[src/rtl/ogu_pkg.sv]
// ----------------------------------------------------------------------------
// ogu_pkg: shared types and constants for the occupancy grid update block
// Grid geometry, cell codes, item kinds, result status codes, register indexes.
// ----------------------------------------------------------------------------
package ogu_pkg;

	localparam int NUM_ROWS = 256;
	localparam int NUM_COLS = 1024;
	localparam int GRID_CELLS = NUM_ROWS * NUM_COLS;
	localparam int ROW_W = (NUM_ROWS > 1) ? $clog2(NUM_ROWS) : 1;
	localparam int COL_W = (NUM_COLS > 1) ? $clog2(NUM_COLS) : 1;
	localparam int ADDR_W = (GRID_CELLS > 1) ? $clog2(GRID_CELLS) : 1;

	// divider geometry: 32-bit dividend, 16-bit divisor
	localparam int DVD_W = 32;
	localparam int DVS_W = 16;
	localparam int STEP_W = $clog2(DVD_W);

	// cell storage codes
	localparam logic [1:0] CODE_UNKNOWN  = 2'd0;
	localparam logic [1:0] CODE_OBSTACLE = 2'd1;
	localparam logic [1:0] CODE_FREE     = 2'd2;

	localparam logic [7:0] VAL_OBSTACLE = 8'd0;
	localparam logic [7:0] VAL_UNKNOWN  = 8'd127;
	localparam logic [7:0] VAL_FREE     = 8'd255;

	// item kinds
	localparam logic [1:0] KIND_POINT = 2'd0;
	localparam logic [1:0] KIND_READ  = 2'd1;
	localparam logic [1:0] KIND_CLEAR = 2'd2;

	// result status codes
	localparam logic [2:0] ST_UPDATED = 3'd0;
	localparam logic [2:0] ST_ZERO    = 3'd1;
	localparam logic [2:0] ST_RANGE   = 3'd2;
	localparam logic [2:0] ST_READ    = 3'd3;
	localparam logic [2:0] ST_CLEARED = 3'd4;

	// configuration register indexes
	localparam logic [2:0] REG_POLAR   = 3'd0;
	localparam logic [2:0] REG_CELL    = 3'd1;
	localparam logic [2:0] REG_THRESH  = 3'd2;
	localparam logic [2:0] REG_DORG    = 3'd3;
	localparam logic [2:0] REG_LORG    = 3'd4;
	localparam logic [2:0] REG_ROWS    = 3'd5;
	localparam logic [2:0] REG_COLS    = 3'd6;

	typedef struct packed {
		logic               polar;
		logic [15:0]        divisor;   // cell size, zero replaced by one
		logic signed [31:0] thresh;
		logic [15:0]        dorg;
		logic signed [31:0] lorg;
		logic [8:0]         rows;
		logic [10:0]        cols;
	} cfg_t;

	typedef struct packed {
		logic [7:0] cell_row;
		logic [9:0] cell_col;
		logic [7:0] cell_value;
		logic       obstacle_hit;
		logic [2:0] status;
	} result_t;

	function automatic logic [7:0] code_to_val(input logic [1:0] code);
		logic [7:0] v;
		unique case (code)
			CODE_OBSTACLE: v = VAL_OBSTACLE;
			CODE_FREE:     v = VAL_FREE;
			default:       v = VAL_UNKNOWN;
		endcase
		return v;
	endfunction

endpackage

[src/rtl/ogu_cfg.sv]
// ----------------------------------------------------------------------------
// ogu_cfg: configuration register file
// Write-only registers, loaded by index; values masked to register width.
// ----------------------------------------------------------------------------
module ogu_cfg
	import ogu_pkg::*;
(
	input  logic        clk,
	input  logic        arst_n,
	input  logic        cfg_wr_en,
	input  logic [2:0]  cfg_index,
	input  logic [31:0] cfg_data,
	output cfg_t        cfg
);

	logic               polar_q;
	logic [15:0]        cell_q;
	logic signed [31:0] thresh_q;
	logic [15:0]        dorg_q;
	logic signed [31:0] lorg_q;
	logic [8:0]         rows_q;
	logic [10:0]        cols_q;

	always_ff @(posedge clk or negedge arst_n) begin
		if (!arst_n) begin
			polar_q  <= 1'b1;
			cell_q   <= 16'd100;
			thresh_q <= '0;
			dorg_q   <= '0;
			lorg_q   <= '0;
			rows_q   <= 9'd256;
			cols_q   <= 11'd1024;
		end else if (cfg_wr_en) begin
			unique case (cfg_index)
				REG_POLAR:  polar_q  <= cfg_data[0];
				REG_CELL:   cell_q   <= cfg_data[15:0];
				REG_THRESH: thresh_q <= cfg_data;
				REG_DORG:   dorg_q   <= cfg_data[15:0];
				REG_LORG:   lorg_q   <= cfg_data;
				REG_ROWS:   rows_q   <= cfg_data[8:0];
				REG_COLS:   cols_q   <= cfg_data[10:0];
				default: ;
			endcase
		end
	end

	always_comb begin
		cfg.polar   = polar_q;
		cfg.divisor = (cell_q == '0) ? 16'd1 : cell_q;
		cfg.thresh  = thresh_q;
		cfg.dorg    = dorg_q;
		cfg.lorg    = lorg_q;
		cfg.rows    = rows_q;
		cfg.cols    = cols_q;
	end

endmodule

[config.mk]
export PLATFORM = sky130hd
export DESIGN_NAME = ogu_cfg
export DESIGN_NICKNAME = d
export VERILOG_FILES = /design/src/rtl/ogu_pkg.sv /design/src/rtl/ogu_cfg.sv
export SDC_FILE = /design/constraint.sdc
export NUM_CORES = 1
export LEC_CHECK = 0
export ABC_AREA = 1
export BUFFER_PORTS_ARGS = -buffer_cell sky130_fd_sc_hd__clkbuf_2
export CAP_MARGIN = 5
export CORE_MARGIN = 2
export CORE_UTILIZATION = 40
export DETAILED_ROUTE_END_ITERATION = 8
export GPL_TIMING_DRIVEN = 0
export PLACE_DENSITY = 0.66
export SYNTH_ARGS = -nofsm -noshare
export SYNTH_HDL_FRONTEND = slang
export SYNTH_SLANG_ARGS = --single-unit
[constraint.sdc]
create_clock -name clk -period 0.84 [get_ports clk]
set_input_delay 0.042 -clock clk [delete_from_list [all_inputs] [get_ports clk]]
set_output_delay 0.042 -clock clk [all_outputs]
set_load 0.01 [all_outputs]
==> out/metrics.csv <==
stage,metric,value,unit
status,run status,"finished, violations left",
status,failing checks,"negative hold slack, negative setup slack",
global_routing,total congestion overflow,0,
synthesis,Yosys top cell area share,59.6,%
setup_path,critical path required time,0.80,ns
synthesis,Synth warnings,0,
cts,root buf cell,clkbuf_16,
drt,router iterations before antenna repair,6,
sta,Worst Skew,0,ns
cts,Post-CTS Hold Fix Bufs,25,
sta,final worst path period share,166,%
placed_design,gpl congestion,0.762,
power_and_ir_drop,Seq pwr share,39.1,%
synthesis,cells after synthesis,453,
layout,Area growth syn-to-layout,56.1,%
setup_path,Setup crit end kind,output port,
power_and_ir_drop,leakage,3.87,nW
layout,fraction of layout cells with a size suffix above 1,50.1,%
sta,max-slew violation count,0,
global_routing,first-pass GRT wire length,20900,um
drt,via count,4156,
layout,Final Util,64.0,%
sta,worst-margin pin slew,0.952,ns
synthesis,#FFs+latches synth,117,
layout,n_diodes,0,
sta,setup TNS,-18.22,ns
drt,residual DRC count,0,
global_routing,vias in the first global route,4066,
placed_design,PortBufs,154,
setup_path,"reg-to-reg slack, setup",-0.06,ns
die,Starting Density,41.0,%
power_and_ir_drop,combinational fraction of design power,27.3,%
power_and_ir_drop,Clk pwr share,33.6,%
power_and_ir_drop,Sw Share,28.6,%
cts,Worst-Skew Late Latency,0.40,ns
drt,WL per Instance,15.2,um
sta,worst hold slack,-0.278,ns
die,FP Rows,39,
cts,CTS tree,built,
layout,Layout Nets,761,
layout,fin cells,877,
setup_path,critical path arrival,1.35,ns
job,maxcap violations,0,
synthesis,cell area after synthesis,0.00466,mm2
global_routing,aggregate global-route resource usage,21.5,%
drt,final WL,13300,um
sta,RSZ-0062 raised after global routing,yes,
sta,Hold Fails Final Rpt,111,
sta,f_max,0.716,GHz
sta,relative slew slack,36.5,%
synthesis,syn nets,491,
power_and_ir_drop,Power Total,0.0190,W
cts,htree depth,4,
die,I/O pins,155,
placed_design,placed cells,750,
synthesis,Netlist cell types,18,
cts,CTS sink count,117,
drt,Final ANT Viol Nets,0,
power_and_ir_drop,VDD IR max,2070,uV
sta,setup ws final,-0.557,ns
global_routing,largest net degree at the start of global routing,118,
setup_path,Critical Path Start Type,flop,
power_and_ir_drop,Power Density,2610,mW/mm2
synthesis,synth top area cells,"dfrtp_1 60%, nand2_1 10%, o21ai_2 9.4%",
die,Die Y,112,um
power_and_ir_drop,switching power,0.00543,W
global_routing,initial antenna violation count,0,
synthesis,leading area contributor after synthesis,dfrtp_1,
drt,vias per std cell,4.74,
sta,shortest period the worst path allows,1.40,ns
placed_design,Detail Placement HPWL,8290,um
sta,Setup-failing EPs final,132,
die,die span in x,112,um
setup_path,Worst Path Max Fanout,2,
cts,clk slew on worst S/H paths,0.05,ns
die,area of the core,0.0114,mm2
worst_hold_path,HP Class,input pin to async pin,
power_and_ir_drop,internal cell power,0.0136,W
die,Die ar.,0.0125,mm2
layout,fillers,897,
drt,Initial DRC Count,265,
cts,CTS Buffer Depth,2,
setup_path,Critical Setup Path Class,flop to output port,
synthesis,Post-Syn Area per Cell,10.3,um2
synthesis,"Seq/Total Area, Yosys",63.0,%
cts,total CTS buffers,17,
[cells by family (layout without fill, tap and decap cells)]
family | Yosys count | after routing | synth area share (%)
AO/OA/AOI/OAI | 117 | 117 | 16.6
buffers and inverters | 74 | 355 | 7.87
AND/OR/NAND/NOR | 145 | 145 | 12.5
flip-flops | 117 | 117 | 63.0
[critical path, stage by stage (launching register included)]
cell	delay, ns
dfrtp_1	0.39
nor2_1	0.13
nand2_1	0.07
nor2_1	0.11
nand2_1	0.06
nand2_1	0.06
buf_2	0.12
[area by class of cell]
class | instances | area [um2] | share of cell area [%]
Sequential cell | 117 | 2940 | 40.4
Timing Repair Buffer | 260 | 1910 | 26.2
Multi-Input combinational cell | 262 | 1400 | 19.3
Clock buffer | 25 | 495 | 6.81
Buffer | 28 | 190 | 2.61
Tap cell | 143 | 179 | 2.46
Inverter | 37 | 139 | 1.91
Clock inverter | 5 | 25.0 | 0.344
[sequential cells by signal (all words and copies together) (netlist names)]
register,count
lorg_q,32
thresh_q,32
rows_q,9
cell_q,16
polar_q,1
cols_q,11
dorg_q,16
[power by group through the flow]
| stage | logic [W] | registers (W) | clock network [W] |
|---|---|---|---|
| finish | 0.00519 | 0.00742 | 0.00639 |
| detailed placement | 0.00351 | 0.00748 | 0 |
| global placement | 0.00344 | 0.00744 | 0 |
| CTS | 0.00430 | 0.00736 | 0.00649 |
| global route | 0.00566 | 0.00754 | 0.00680 |
| floorplan | 0.00147 | 0.00781 | 0 |
[synthesized netlist by cell type]
library cell,n
inv_2,2
nand2_4,1
nor2_4,1
nor2_2,2
nor2_1,11
o21ai_0,8
clkbuf_1,15
buf_2,11
o21ai_2,50
nand3_2,1
nand2_1,124
inv_1,35
dfstp_2,6
buf_6,9
buf_4,2
o21ai_1,59
dfrtp_1,111
nand2_2,5
[through the flow]
step           hold WS, ns  instance area [um2]  worst slack, ns
3_5_place_dp         0.243                 5620           -0.233
6_report            -0.278                 7270           -0.557
5_1_grt             -0.168                 7270           -0.638
4_1_cts             -0.193                 6760           -0.539
3_3_place_gp         0.292                 5610            -1.88
2_1_floorplan       -0.254                 4660           0.0459
[path summary, 6_finish.rpt]
kind / from / to / cells past startpoint
setup / recovery: cell_q[13] / cfg[100] / 6
hold / removal: arst_n / cols_q[8] / 1
setup reg to reg: cell_q[6] / cell_q[6] / 4
hold reg to reg: rows_q[8] / rows_q[8] / 2
max in group asynchronous: arst_n / lorg_q[2] / 1
min in group clk: cfg_data[10] / lorg_q[10] / 3
[placed cells by master (no fill, tap or decap)]
master / netlist / routed
nand2_4: 1 / 1
inv_2: 2 / 2
buf_6: 9 / 58
buf_8: 0 / 2
inv_1: 35 / 35
clkbuf_16: 0 / 17
dfrtp_1: 111 / 111
clkbuf_2: 0 / 115
o21ai_1: 59 / 60
clkbuf_1: 15 / 11
nand3_2: 1 / 1
nor2_1: 11 / 10
nand2_1: 124 / 109
clkbuf_8: 0 / 6
o21ai_2: 50 / 52
dlygate4sd3_1: 0 / 25
buf_2: 11 / 24
nand2_2: 5 / 20
nor2_2: 2 / 3
o21ai_0: 8 / 5
dfstp_2: 6 / 6
nor2_4: 1 / 1
buf_4: 2 / 55
clkinv_2: 0 / 5
[what timing repair did]
action / in CTS / in global routing
resized for setup: 11 / 104
endpoints found under the hold margin: 168 / 111
setup buffers: 45 / 40
setup endpoints to repair: 117 / 121
pin swaps: 6 / 4
[routing by layer]
layer  share of wire (%)  vias up  track usage (%)
li1                    -     1980                -
met1                  43     2005             28.5
met2                  48      153             33.1
met3                 7.9       18             7.84
met4                 1.1        0             6.75
met5                   0        -                0
Power figures use the tool's default switching activity.
