$ cat src/rtl/ogu_pkg.sv
// ----------------------------------------------------------------------------
// ogu_pkg: shared types and constants for the occupancy grid update block
// Grid geometry, cell codes, item kinds, result status codes, register indexes.
// ----------------------------------------------------------------------------
package ogu_pkg;

	localparam int NUM_ROWS = 256;
	localparam int NUM_COLS = 1024;
	localparam int GRID_CELLS = NUM_ROWS * NUM_COLS;
	localparam int ROW_W = (NUM_ROWS > 1) ? $clog2(NUM_ROWS) : 1;
	localparam int COL_W = (NUM_COLS > 1) ? $clog2(NUM_COLS) : 1;
	localparam int ADDR_W = (GRID_CELLS > 1) ? $clog2(GRID_CELLS) : 1;

	// divider geometry: 32-bit dividend, 16-bit divisor
	localparam int DVD_W = 32;
	localparam int DVS_W = 16;
	localparam int STEP_W = $clog2(DVD_W);

	// cell storage codes
	localparam logic [1:0] CODE_UNKNOWN  = 2'd0;
	localparam logic [1:0] CODE_OBSTACLE = 2'd1;
	localparam logic [1:0] CODE_FREE     = 2'd2;

	localparam logic [7:0] VAL_OBSTACLE = 8'd0;
	localparam logic [7:0] VAL_UNKNOWN  = 8'd127;
	localparam logic [7:0] VAL_FREE     = 8'd255;

	// item kinds
	localparam logic [1:0] KIND_POINT = 2'd0;
	localparam logic [1:0] KIND_READ  = 2'd1;
	localparam logic [1:0] KIND_CLEAR = 2'd2;

	// result status codes
	localparam logic [2:0] ST_UPDATED = 3'd0;
	localparam logic [2:0] ST_ZERO    = 3'd1;
	localparam logic [2:0] ST_RANGE   = 3'd2;
	localparam logic [2:0] ST_READ    = 3'd3;
	localparam logic [2:0] ST_CLEARED = 3'd4;

	// configuration register indexes
	localparam logic [2:0] REG_POLAR   = 3'd0;
	localparam logic [2:0] REG_CELL    = 3'd1;
	localparam logic [2:0] REG_THRESH  = 3'd2;
	localparam logic [2:0] REG_DORG    = 3'd3;
	localparam logic [2:0] REG_LORG    = 3'd4;
	localparam logic [2:0] REG_ROWS    = 3'd5;
	localparam logic [2:0] REG_COLS    = 3'd6;

	typedef struct packed {
		logic               polar;
		logic [15:0]        divisor;   // cell size, zero replaced by one
		logic signed [31:0] thresh;
		logic [15:0]        dorg;
		logic signed [31:0] lorg;
		logic [8:0]         rows;
		logic [10:0]        cols;
	} cfg_t;

	typedef struct packed {
		logic [7:0] cell_row;
		logic [9:0] cell_col;
		logic [7:0] cell_value;
		logic       obstacle_hit;
		logic [2:0] status;
	} result_t;

	function automatic logic [7:0] code_to_val(input logic [1:0] code);
		logic [7:0] v;
		unique case (code)
			CODE_OBSTACLE: v = VAL_OBSTACLE;
			CODE_FREE:     v = VAL_FREE;
			default:       v = VAL_UNKNOWN;
		endcase
		return v;
	endfunction

endpackage

$ cat src/rtl/ogu_div.sv
// ----------------------------------------------------------------------------
// ogu_div: iterative restoring divider
// Unsigned 32 by 16 bit, one quotient bit per cycle, done pulses on the last step.
// ----------------------------------------------------------------------------
module ogu_div
	import ogu_pkg::*;
(
	input  logic             clk,
	input  logic             arst_n,
	input  logic             start,
	input  logic [DVD_W-1:0] dividend,
	input  logic [DVS_W-1:0] divisor,
	output logic             done,
	output logic [DVD_W-1:0] quotient
);

	logic             busy_q;
	logic [STEP_W-1:0] cnt_q;
	logic [DVS_W-1:0] rem_q;
	logic [DVD_W-1:0] work_q;   // dividend bits shift out, quotient bits shift in
	logic [DVS_W-1:0] dvs_q;
	logic [DVS_W:0]   trial;
	logic [DVS_W:0]   diff;
	logic             take;

	assign trial = {rem_q, work_q[DVD_W-1]};
	assign diff  = trial - {1'b0, dvs_q};
	assign take  = (trial >= {1'b0, dvs_q});

	always_ff @(posedge clk or negedge arst_n) begin
		if (!arst_n) begin
			busy_q <= 1'b0;
			cnt_q  <= '0;
			done   <= 1'b0;
		end else begin
			done <= 1'b0;
			if (start) begin
				busy_q <= 1'b1;
				cnt_q  <= '0;
			end else if (busy_q) begin
				cnt_q <= cnt_q + 1'b1;
				if (cnt_q == STEP_W'(DVD_W - 1)) begin
					busy_q <= 1'b0;
					done   <= 1'b1;
				end
			end
		end
	end

	always_ff @(posedge clk) begin
		if (start) begin
			rem_q  <= '0;
			work_q <= dividend;
			dvs_q  <= divisor;
		end else if (busy_q) begin
			rem_q  <= take ? diff[DVS_W-1:0] : trial[DVS_W-1:0];
			work_q <= {work_q[DVD_W-2:0], take};
		end
	end

	assign quotient = work_q;

endmodule

$ cat config.mk
export PLATFORM = sky130hd
export DESIGN_NAME = ogu_div
export DESIGN_NICKNAME = d
export VERILOG_FILES = /design/src/rtl/ogu_pkg.sv /design/src/rtl/ogu_div.sv
export SDC_FILE = /design/constraint.sdc
export NUM_CORES = 1
export LEC_CHECK = 0
export BUFFER_PORTS_ARGS = -buffer_cell sky130_fd_sc_hd__buf_2
export CORE_MARGIN = 2
export CORE_UTILIZATION = 50
export CTS_CLUSTER_DIAMETER = 80
export DETAILED_ROUTE_END_ITERATION = 6
export PLACE_DENSITY = 0.75
export SLEW_MARGIN = 20
export SYNTH_ARGS = -nofsm -noshare
export SYNTH_HDL_FRONTEND = slang
export SYNTH_SLANG_ARGS = --single-unit
export TNS_END_PERCENT = 30
$ cat constraint.sdc
create_clock -name clk -period 2.5 [get_ports clk]
set_input_delay 0 -clock clk [delete_from_list [all_inputs] [get_ports clk]]
set_output_delay 0 -clock clk [all_outputs]
set_load 0.1 [all_outputs]
==> results.md <==
- Worst Hold Class: in -> async
- Total track usage: 21.99%
- Slew margin rel.: 66.59%
- Yosys reg bits: 71
- Slew @ Worst Pin: 504.6 ps
- Simple-gate share of the synthesized area: 9.338%
- Final RePlAce weighted congestion: roughly 0.86
- Die extent in x: 90.31 um
- WS Path Type: reg -> reg
- Layout Utilization: 71.47%
- Largest net degree at the start of global routing: 34
- Largest area contributor in the netlist: edfxtp_1
- Initial antenna violation count: 0
- LEAKAGE: 0.002242 uW
- CTS tree: built
- Port Buffers: 83
- Crit path arrival time: 2680 ps
- Core outline area: 7214 um2
- Synth top area cells: edfxtp_1 39%, mux2_2 9.7%, dfxtp_1 8.6%
- Drt first pass iters: 4
- Crit path buffers/inverters: 1
- Clock Pin Slew Worst Setup and Hold Paths: 70 ps
- Cell count after synthesis: 317
- Synthesized area per cell: roughly 12 um2
- Distinct cell type count of the synthesized netlist: 50
- Async S/R FF share, synth: a little under 10%
- DRT iter0 DRCs: between 150 and 200
- DP HPWL: around 5700 um
- Initial Util: 51.63%
- WP data required: 2780 ps
- Antenna cell count: 0
- Yosys warning count: 0
- Inserted Clock Buffers: 9
- Rows: 31
- Largest family of logic cells by synthesized area: multiplexers
- Final min period: 2398 ps
- Total length of routed met3 wires: 396 um
- Vias per inst: between 5 and 6
- Power per Cell Area: roughly 800 nW/um2
- Mux cell area share after synthesis: roughly an eighth
- Netlist Area Pre-Place: 3725 um2
- Layout cell share with drive strength beyond 1: 35.26%
- DIE HEIGHT: 90.31 um
- IO Pins: 84
- Overall Power: 4140 uW
- First-pass GRT wire length: 14230 um
- Drt wl/cell: 15.74 um
- Vias in the first global route: around 3000
- Post-synthesis xor/xnor area fraction: 3.292%
- Crit-path slowest cell: or4b_1
- Clk_skew: 12.69 ps
- Slowest stage delay, CP: 470 ps
- Status: finished clean
- Worst hold slack: 16.45 ps
- Max Slew Vio Count: 0
- Fmax: 417.0 MHz
- Worst setup SP type: register
- Dpl ws: -25.56 ps
- Uppermost layer routed: met4
- Syn_nets: 387
- CP endpoint kind: register
- Critical Path Fanout Max: 4
- Die footprint: roughly 8200 um2
- Compound-Gate Fraction of Synth Area: 11.62%
- Post-route DRC violation count: 0
- Total number of vias: about 3000
- Post-synthesis sequential area ratio: 52.00%
- Met1 WL: 3699 um
- Final Cycle Share: between 90% and 100%
- Detailed Route WL: 8927 um
- Crit path cell chain: inv_1 -> ha_1 -> a21o_1 -> or3_1 -> o211ai_1 -> a21oi_2 -> o21ai_0 -> or4b_1 -> nand3_1
- Fin cells: 567
- Routed Antenna Nets: 0
- Final setup viols: 0
- Ys flop type: edfxtp_1
- Max-cap viol count: 0
- Worst-Skew Late Latency: 350 ps
- Placed Cells incl. Taps: 499
- # clock sinks: 71
- H-tree levels: 3
- Setup ws final: 102.0 ps
- GR Overflow Total: 0
- Clk buf depth: 2
- Post-synth top area share: 38.70%
- Final Hold Vio Count: 0
- Peak VDD IR: approximately 0.62 mV
- # nets final: 533
- Area share of fa/ha/maj cells after synthesis: 6.584%
- Post-synth EDFFs: 48
- CTS root buffer: clkbuf_8
- DR WL met2: 4601 um
- Synth-to-layout area growth: 38.43%
- Top delay family on crit path: simple AND/OR/NAND/NOR gates
## synthesized netlist by cell type, types with 2 or more instances
| library cell | instances |
|---|---|
| edfxtp_1 | 48 |
| mux2_2 | 32 |
| nor2_1 | 26 |
| inv_1 | 22 |
| ha_1 | 18 |
| a21oi_1 | 16 |
| dfxtp_1 | 16 |
| nand2_1 | 16 |
| a211oi_1 | 12 |
| mux2i_1 | 11 |
| clkbuf_1 | 10 |
| dfrtp_1 | 7 |
| o21ai_0 | 7 |
| xnor2_1 | 7 |
| xor2_1 | 7 |
| nand2b_1 | 6 |
| a21o_1 | 5 |
| a311oi_1 | 3 |
| buf_4 | 3 |
| nand3_1 | 3 |
| nand4_1 | 3 |
| a31oi_1 | 2 |
| buf_6 | 2 |
| nand4b_1 | 2 |
| nor3b_1 | 2 |
| o2111ai_1 | 2 |
| o21a_1 | 2 |
| o21bai_1 | 2 |
| o311ai_1 | 2 |
| o31ai_1 | 2 |
| or4b_1 | 2 |
## per-stage QoR
stage | cell area [um2] | setup TNS, ps
2_1_floorplan | 3754 | -2201
3_3_place_gp | 4339 | 0
3_5_place_dp | 4339 | -43.72
4_1_cts | 5085 | 0
5_1_grt | 5156 | -24.95
6_report | 5156 | 0
## state kept, by name (all words and copies together), names as in the netlist
signal    count
dvs_q        16
rem_q        16
busy_q        1
done          1
cnt_q         5
quotient     32
## report_power, final
group	switching [uW]	total, uW	internal, uW
sequential	93.9	1500	1410
combinational	991	1560	565
clock	423	1080	659
## logic make-up after synthesis
| family | after synthesis |
|---|---|
| AO/OA/AOI/OAI | 63 |
| XOR/XNOR | 14 |
| adder cells (fa/ha/maj) | 19 |
| buffers and inverters | 38 |
| flip-flops | 71 |
| multiplexers | 43 |
| AND/OR/NAND/NOR | 69 |
## path summary, 6_finish.rpt
kind / start / to / slack, ps / depth (start not counted)
min in group clk: start / rem_q[15] / 210 / 4
hold / removal: arst_n / cnt_q[1] / 20 / 2
setup reg to reg: dvs_q[4] / rem_q[12] / 100 / 9
max in group asynchronous: arst_n / done / 2330 / 2
hold reg to reg: rem_q[11] / rem_q[11] / 510 / 2
setup / recovery: dvs_q[4] / rem_q[12] / 100 / 9
## final cells by class
class | instances | area [um2]
tap | 99 | 123.9
clock buffer | 11 | 131.4
timing repair buffer | 150 | 1054
fill | 527 | 2058
clock inverter | 5 | 98.84
inverter | 22 | 82.58
sequential | 71 | 1937
multi-input combinational | 209 | 1729
## repair_timing
| action | in CTS | in global routing |
|---|---|---|
| buffers inserted | 0 | 2 |
| gates cloned | 0 | 1 |
| pin swaps | 0 | 4 |
| gates resized for setup | 4 | 9 |
| setup endpoints to repair | 5 | 15 |
| hold buffers | 49 | 0 |
| endpoints found under the hold margin | 55 | 0 |
## routing by layer
metal / track usage [%] / up-vias
met1: 26.99 / 1393
met2: 37.91 / 88
li1: - / 1457
met4: 8.462 / 0
met3: 4.841 / 21
met5: 0 / -
## cell usage in the layout, fill, tap and decap left out, types with 2 or more instances in the layout
cell	n
bufinv_16	3
o21a_1	2
ha_1	16
nand4_1	3
mux2_2	32
a211oi_1	11
a21o_1	5
o311ai_1	2
mux2i_1	11
clkbuf_8	9
nor3b_1	2
a21oi_1	14
inv_1	22
edfxtp_1	48
nand4b_1	2
nor2_1	26
buf_2	83
o21bai_1	2
dfrtp_1	7
dlygate4sd3_1	49
xor2_1	7
a21oi_4	2
a311oi_1	3
buf_4	17
nand2b_4	2
dfxtp_1	16
or4b_1	2
clkbuf_1	2
o21ai_0	5
xnor2_1	7
nand2_1	16
nand3_1	3
o31ai_1	2
nand2b_1	4
## worst reg2reg max path, cell delays in order (launching register included)
cell and delay (ps):
edfxtp_1 360, inv_1 70, ha_1 260, a21o_1 230, or3_1 360, o211ai_1 260, a21oi_2 110, o21ai_0 130
or4b_1 470, nand3_1 90
No activity file was read; power rests on OpenSTA's default activity.
